`src/hdl/spd_pkg.sv`:
```
// Shared types and constants for the shortest path block.
`default_nettype none
package spd_pkg;

   localparam int MAX_VERTICES_DEF = 16;
   localparam int WEIGHT_BITS_DEF  = 16;
   localparam int DIST_BITS_DEF    = 24;
   localparam int PATH_LIMIT       = 16;
   localparam int COUNT_BITS       = 5;
   localparam int PATH_IDX_BITS    = 4;
   localparam logic [COUNT_BITS-1:0] VERTEX_COUNT_RESET = 5'd16;

   localparam logic OP_ADD_ARC = 1'b0;
   localparam logic OP_QUERY   = 1'b1;

   typedef struct packed {
      logic        opcode;
      logic [3:0]  from_vertex;
      logic [3:0]  to_vertex;
      logic [15:0] arc_duration;
      logic [15:0] arc_cost;
      logic        weight_by_duration;
   } req_type;

   typedef struct packed {
      logic [3:0]  path_vertex;
      logic        path_found;
      logic [23:0] path_total;
      logic        last;
   } rsp_type;

   typedef struct packed {
      logic clear;
      logic mark;
      logic relax;
   } cell_ctl_type;

endpackage
`default_nettype wire

```
`src/hdl/spd_cell.sv`:
```
// One vertex cell: distance, predecessor, resolved flag, and a stage of the min-select chain.
`default_nettype none
module spd_cell #(
   parameter int VERTEX_BITS = 4,
   parameter int DIST_BITS   = 24,
   parameter int CELL_INDEX  = 0
) (
   input  wire logic                          clock,
   input  wire spd_pkg::cell_ctl_type         ctl,
   input  wire logic [VERTEX_BITS-1:0]        origin,
   input  wire logic [VERTEX_BITS-1:0]        cur,
   input  wire logic [VERTEX_BITS-1:0]        target,
   input  wire logic [DIST_BITS-1:0]          cand,
   input  wire logic                          sel_in_valid,
   input  wire logic [VERTEX_BITS-1:0]        sel_in_idx,
   input  wire logic                          sel_in_finite,
   input  wire logic [DIST_BITS-1:0]          sel_in_dist,
   output logic                               sel_out_valid,
   output logic      [VERTEX_BITS-1:0]        sel_out_idx,
   output logic                               sel_out_finite,
   output logic      [DIST_BITS-1:0]          sel_out_dist,
   output logic      [DIST_BITS-1:0]          best,
   output logic                               pred_valid,
   output logic      [VERTEX_BITS-1:0]        pred
);
   import spd_pkg::*;

   localparam logic [VERTEX_BITS-1:0] MY_INDEX = VERTEX_BITS'(CELL_INDEX);

   logic [DIST_BITS-1:0]   best_ff, best_in;
   logic                   inf_ff, inf_in;
   logic                   pv_ff, pv_in;
   logic [VERTEX_BITS-1:0] pred_ff, pred_in;
   logic                   res_ff, res_in;
   logic                   sv_ff, sv_in;
   logic [VERTEX_BITS-1:0] si_ff, si_in;
   logic                   sf_ff, sf_in;
   logic [DIST_BITS-1:0]   sd_ff, sd_in;

   always_comb begin
      best_in = best_ff;
      inf_in  = inf_ff;
      pv_in   = pv_ff;
      pred_in = pred_ff;
      res_in  = res_ff;
      if (ctl.clear) begin
         best_in = '0;
         inf_in  = (origin != MY_INDEX);
         pv_in   = 1'b0;
         pred_in = '0;
         res_in  = 1'b0;
      end else begin
         if (ctl.mark && cur == MY_INDEX) begin
            res_in = 1'b1;
         end
         if (ctl.relax && target == MY_INDEX && (inf_ff || cand < best_ff)) begin
            best_in = cand;
            inf_in  = 1'b0;
            pred_in = cur;
            pv_in   = 1'b1;
         end
      end
   end

   // running minimum handed to the right neighbor
   always_comb begin
      sv_in = sel_in_valid;
      si_in = sel_in_idx;
      sf_in = sel_in_finite;
      sd_in = sel_in_dist;
      if (!res_ff) begin
         if (!sel_in_valid) begin
            sv_in = 1'b1;
            si_in = MY_INDEX;
         end
         if (!inf_ff && (!sel_in_finite || best_ff < sel_in_dist)) begin
            sv_in = 1'b1;
            si_in = MY_INDEX;
            sf_in = 1'b1;
            sd_in = best_ff;
         end
      end
   end

   always_ff @(posedge clock) begin
      best_ff <= best_in;
      inf_ff  <= inf_in;
      pv_ff   <= pv_in;
      pred_ff <= pred_in;
      res_ff  <= res_in;
      sv_ff   <= sv_in;
      si_ff   <= si_in;
      sf_ff   <= sf_in;
      sd_ff   <= sd_in;
   end

   assign sel_out_valid  = sv_ff;
   assign sel_out_idx    = si_ff;
   assign sel_out_finite = sf_ff;
   assign sel_out_dist   = sd_ff;
   assign best           = best_ff;
   assign pred_valid     = pv_ff;
   assign pred           = pred_ff;
endmodule
`default_nettype wire

```
`config.mk`:
```
export PLATFORM = sky130hd
export DESIGN_NAME = spd_cell
export DESIGN_NICKNAME = d
export VERILOG_FILES = /design/src/hdl/spd_pkg.sv /design/src/hdl/spd_cell.sv
export SDC_FILE = /design/constraint.sdc
export NUM_CORES = 1
export LEC_CHECK = 0
export ABC_AREA = 1
export BUFFER_PORTS_ARGS = -buffer_cell sky130_fd_sc_hd__buf_2
export CORE_ASPECT_RATIO = 0.8
export CORE_UTILIZATION = 51
export DETAILED_ROUTE_END_ITERATION = 10
export GPL_TIMING_DRIVEN = 1
export PLACE_DENSITY = 0.92
export SLEW_MARGIN = 20
export SYNTH_ARGS = -nofsm -noshare
export SYNTH_HDL_FRONTEND = slang
export SYNTH_SLANG_ARGS = --single-unit
```
`constraint.sdc`:
```
create_clock -name clock -period 2.4 [get_ports clock]
set_input_delay 0.36 -clock clock [delete_from_list [all_inputs] [get_ports clock]]
set_output_delay 0.36 -clock clock [all_outputs]
set_load 0.05 [all_outputs]
```
==> Word-level counts from Yosys, hierarchy flattened <==
Index checks and enable logic that the tools add are counted.
{ "word_totals": {"ff_bits": 61, "latchBits": 0, "ram_bits": 0, "romBits": 0, "in_bits": 70, "output_inout_bits": 59, "word_cells": 32, "mem_count": 0} }
{ "op_classes": {"n_addsub": 0, "n_mul": 0, "div": 0, "magnitude_cmp": 2, "n_eq_ne": 0, "shift": 0, "mux": 9, "n_bitwise": 0, "n_reduce_logical": 12} }
{ "op_table": {"columns": ["operator", "n"], "rows": [
  ["less-than comparator 24 bit", 2],
  ["two-way mux 24 bit", 2],
  ["two-way mux 4 bit", 3],
  ["logical NOT 4 bit", 2],
  ["logical AND 1 bit", 4],
  ["two-way mux 1 bit", 4],
  ["nonzero test 4 bit", 1],
  ["logical NOT 1 bit", 2],
  ["logical OR 1 bit", 2],
  ["nonzero test 2 bit", 1]
]} }

==> Logic depth before layout (Yosys ltp) <==
{ "logic_depth": {"depth_word": 5, "depth_mapped": 16, "mapped_depth_nobuf": 14} }

==> Worst setup path before layout <==
Ideal clock, no wire load.
{ "synth_path": {"path_kind": "register -> register", "startpoint": "reg best_ff[15] (netlist: best[15])", "endpoint": "reg inf_ff (enable)", "setup_ps": 292, "arrival_time_ps": 1904, "t_required_ps": 2108, "path_slack_ps": 205, "stages_incl_launch_ff": 12, "path_buffers": 1, "synth_period_minus_slack_ps": 2195, "cell_sequence": "dfxtp_1 inv_1 ha_1 a21o_1 nor2_1 nand2_1 a21oi_1 nand2_1 nand2_2 buf_2 nand2_1 nand2_1"} }
{ "synth_via": {"elab_chain_len": 4} }
{ "synth_rtl": {"columns": ["item", "line_no", "source"], "rows": [
  ["start: declaration", "spd_cell.sv:30", "logic [DIST_BITS-1:0] best_ff, best_in;"],
  ["start signal: assignment", "spd_cell.sv:86", "best_ff <= best_in;"],
  ["less-than comparator 24 bit", "spd_cell.sv:56", "if (ctl.relax && target == MY_INDEX && (inf_ff || cand < best_ff)) begin"],
  ["logical OR 1 bit", "spd_cell.sv:56", null],
  ["logical AND 1 bit", "spd_cell.sv:56", null],
  ["nonzero test 2 bit (no line)", null, null],
  ["end signal: assignment", "spd_cell.sv:87", "inf_ff <= inf_in;"],
  ["end: declaration", "spd_cell.sv:31", "logic inf_ff, inf_in;"]
]} }
Every way passes these cells.
A chain may end at the register's enable or synchronous reset.

==> Worst setup path after layout <==
{ "layout_path": {"startpoint": "reg best_ff[23] (netlist: best[23])", "endpoint": "reg best_ff[12] (netlist: best[12])"} }
{ "layout_via": {"elab_chain_len": 3} }
{ "layout_rtl": {"columns": ["item", "line_no"], "rows": [
  ["less-than comparator 24 bit", "spd_cell.sv:56"],
  ["logical OR 1 bit", "spd_cell.sv:56"],
  ["logical AND 1 bit", "spd_cell.sv:56"]
]} }
Every way passes these cells.

==> metrics list <==
- Buffers added to address setup during post-CTS repair amount to 0.
- The total area inside the core boundary comes to 0.006925 mm².
- Net switching is 29.11% of the power.
- Summing internal, switching and leakage power gives around 0.0028 W.
* Delay of the slowest cell on the worst path: about 0.43 ns
* Slew Limit Headroom: 72.90%
- Start point of the critical path: best[23]
- Setup violations remaining at the end of the flow were counted as 0.
* Internal power component: 0.001974 W
- For this run, the number of Yosys warnings is 0.
- CTS sink count: 61
- R2R depth: 13
- The min-delay analysis places its worst path in the category input pin to flop.
- Counting distinct cell types in the post-synthesis netlist gives 24.
* Synth Register Bits: 61
- Footprint of the multi-input gates: 0.001976 mm²
- Top cell by count, worst path: sky130_fd_sc_hd__nand2_1
- Final Max Slew Viols: 0
* Top Ports: about 130
- For this configuration, the core starts out at a cell density of 53.17%.
- Clk pin slew, worst setup/hold paths: 0.07 ns
- DRC: 0
- Commonest non-fill, non-tap cell in the layout: sky130_fd_sc_hd__nand2_1
* Largest clock skew in the final design: 0.007040 ns
- Synthesized instance count: 536
* Overall routing resource usage: 26.06%
* Max Clk Rate: 454.5 MHz
* Clock latency on the worst-skew pair: ~0.34 ns
- CP cell instances: inv_1 > ha_1 > nand2_1 > nor2_2 > and2_1 > nand2_1 > nor2_1 > nand2_1 > nand2_1 > nand2_2 > buf_12 > a21oi_1 > nor2_1
- Power per standard cell area: 598.2 mW/mm²
- Counting along the longest clock path gives a buffer depth of 2.
- The count of cells in the finished layout, fillers not included, comes to 753.
* CP Data Arrival Time: roughly 2.4 ns
- VDD IR max: approximately 0.0003 V
* Clk network pwr share: about two fifths
- The critical path in this run is classified as flop to flop.
* Relative area change from synthesis to final layout: 26.44%
- Floorplan die height: ~78 µm
* Final period util: about nine tenths
* Setup slack of the most critical reg-to-reg path: 0.20 ns
- The detail route stage leaves a number of antenna-violating nets equal to 0.
- In this run, the combinational gates consume 19.4% of the power.
* CTS HTree Levels: 3
* Number of enable-type register cells in the synthesized netlist: 1
* Most instantiated flip-flop cell in the synthesis netlist: sky130_fd_sc_hd__dfxtp_1
- The die covers 0.007566 mm².
* RSZ-0062 raised after global routing: no
- Async set or reset register ratio after synthesis: 0%
- Count of cells along the worst hold path: 2
- Post-synthesis instance area: 0.003682 mm²
* Placed instance count: 737
* Number of iterations in the first detailed-routing pass: 4
* Final antenna diode count: 0
* Data required time at the worst endpoint: 2.63 ns
- Initial antenna violation count: 0
- Setup_tns: 0 ns
- Of the total power, registers draw 38.7%.
- Proportion of layout cells with a drive suffix above 1: 25.08%
- Highest-count cells in the layout ignoring fill and taps: 144 x sky130_fd_sc_hd__nand2_1, 128 x sky130_fd_sc_hd__buf_2, 97 x sky130_fd_sc_hd__inv_1
- Clock tree synthesis inserted a total of 9 buffers.
- TritonCTS built the clock tree.
* Critical Path End: best[12]
- Mean number of vias per cell: 5.020
- Clk root buf: sky130_fd_sc_hd__clkbuf_8
- Die Width: 97 µm
- Total wire length: 9.595 mm
- Dividing the detail-routed wire length by the instance count gives 12.74 µm.
* Max-cap check violation count: 0
- Crit path capture type: flop
- Largest net degree at the start of global routing: 58
- The run finished with clean final reports.
* Maximum fanout encountered on the critical timing path: 38
* Overflow left after global routing: 0
- Hold timing on the final database bottoms out at a slack of 0.2089 ns.
- At the end of routability-driven placement, the weighted congestion stood at 0.8700.
- Measured slew at the worst slew-check pin: 0.4061 ns
- FF+latch area: 0.001231 mm²
- The hold violation total from the final report came to 0.
- Register area share after synthesis: 33.44%
- The worst register-to-register path begins at best[23].
* Mean Syn Cell Area: just under 7 µm²
- Vias after detailed routing: 3,780
* Net Sw Power: around 0.00081 W
* Standard-cell rows: 27
- The slowest stage of the critical path belongs to the cell sky130_fd_sc_hd__dfxtp_1.
- When the netlist entered floorplanning its net count stood at 652.
- First-pass GRT wire length: 15.95 mm
- Critical Path Start Type: flop
* Fill cell count: between 500 and 600
* Reg-to-Reg End: best[12]
- Lkg Pwr: about 2.6 nW
* NumNets Final: 777
* Shortest clock period the worst path allows after layout: 2.200 ns
- Post-detailed-placement half-perimeter wirelength: approximately 7 mm
- Vias in the first global route: 3,751
- Input and output buffers added on the ports amount to 128.
- Number of violations reported at the end of detailed-routing iteration 0: 144
## registers in the layout, summed over array words and instances (netlist names)
register and flops:
best 24, inf_ff 1, pred 4, pred_valid 1, res_ff 1, sel_out_dist 24
sel_out_finite 1, sel_out_idx 4, sel_out_valid 1
## metal layers
metal  track usage (%)  vias to the layer above  part of all wire (%)
li1                  -                     1919                     -
met1             28.90                     1693                    43
met2             46.48                      139                    47
met3             8.198                       29                   7.0
met4             10.30                        0                   3.1
met5                 0                        -                     0
## logic make-up (layout without fill, tap and decap cells)
kind of cell | count (synthesis) | count (layout) | share of synthesized area (%)
AO/OA/AOI/OAI | 55 | 55 | 7.815
adder cells (fa/ha/maj) | 46 | 46 | 15.63
buffers and inverters | 118 | 248 | 13.25
flip-flops | 61 | 61 | 33.44
AND/OR/NAND/NOR | 256 | 256 | 29.87
## stage by stage
stage | util (%) | area (µm²) | setup slack, ns
finish | 67.23 | 4656 | 0.1998
global route | 67.23 | 4656 | 0.06460
CTS | 67.15 | 4651 | 0.2073
detailed placement | 63.43 | 4393 | 0.1042
global placement | 63.43 | 4393 | 0.2580
floorplan | - | 3682 | 0.2048
## cells in the mapped netlist, types with 2 or more instances
master,count,share of area (%)
sky130_fd_sc_hd__dfxtp_1,60,33
sky130_fd_sc_hd__nor3_1,2,0.27
sky130_fd_sc_hd__nand2_2,2,0.34
sky130_fd_sc_hd__a21o_1,2,0.41
sky130_fd_sc_hd__buf_6,4,1.2
sky130_fd_sc_hd__ha_1,46,16
sky130_fd_sc_hd__clkbuf_1,4,0.41
sky130_fd_sc_hd__inv_1,97,9.9
sky130_fd_sc_hd__nor2_1,49,5.0
sky130_fd_sc_hd__o21a_1,3,0.61
sky130_fd_sc_hd__nand2_1,144,15
sky130_fd_sc_hd__buf_2,12,1.6
sky130_fd_sc_hd__nand3_2,10,2.7
sky130_fd_sc_hd__nand4_1,2,0.34
sky130_fd_sc_hd__nand3_1,43,5.8
sky130_fd_sc_hd__a21oi_1,48,6.5
## how the worst min path moves through the flow
stage | start | to | slack (ns)
2_1_floorplan | res_ff | sel_out_valid | 0.38
3_3_place_gp | res_ff | sel_out_valid | 0.43
3_5_place_dp | res_ff | sel_out_valid | 0.43
4_1_cts | ctl[2] | res_ff | 0.20
5_1_grt | ctl[2] | res_ff | 0.21
6_report | ctl[2] | res_ff | 0.21
## power groups by stage
stage	Combinational, W	Sequential (W)	Clock [W]
2_1_floorplan	0.000219	0.00125	0
3_3_place_gp	0.000514	0.00110	0
3_5_place_dp	0.000535	0.00110	0
4_1_cts	0.000539	0.00108	0.00118
5_1_grt	0.000592	0.00108	0.00123
6_report	0.000540	0.00108	0.00117
## what timing repair did
item	in CTS	in global routing
resized for setup	0	1
setup endpoints to repair	0	4
hold buffers	0	0
## critical path, delay by kind of cell (launching register included)
family | cells | cell delay [ns]
simple gates | 9 | 0.90
flops | 1 | 0.43
fa+ha+maj | 1 | 0.30
buf+inv | 2 | 0.27
compound gates | 1 | 0.18
## final cells by class
class                   instances  share of cell area, %
repair buffers                135                  15.43
multi-input cells             357                  42.43
clock buffers                  11                  3.252
inverters                      97                  7.820
well taps                      87                  2.338
flip-flops and latches         61                  26.44
clock inverters                 5                  2.284
Note: power is estimated with default switching activity, not from simulation.
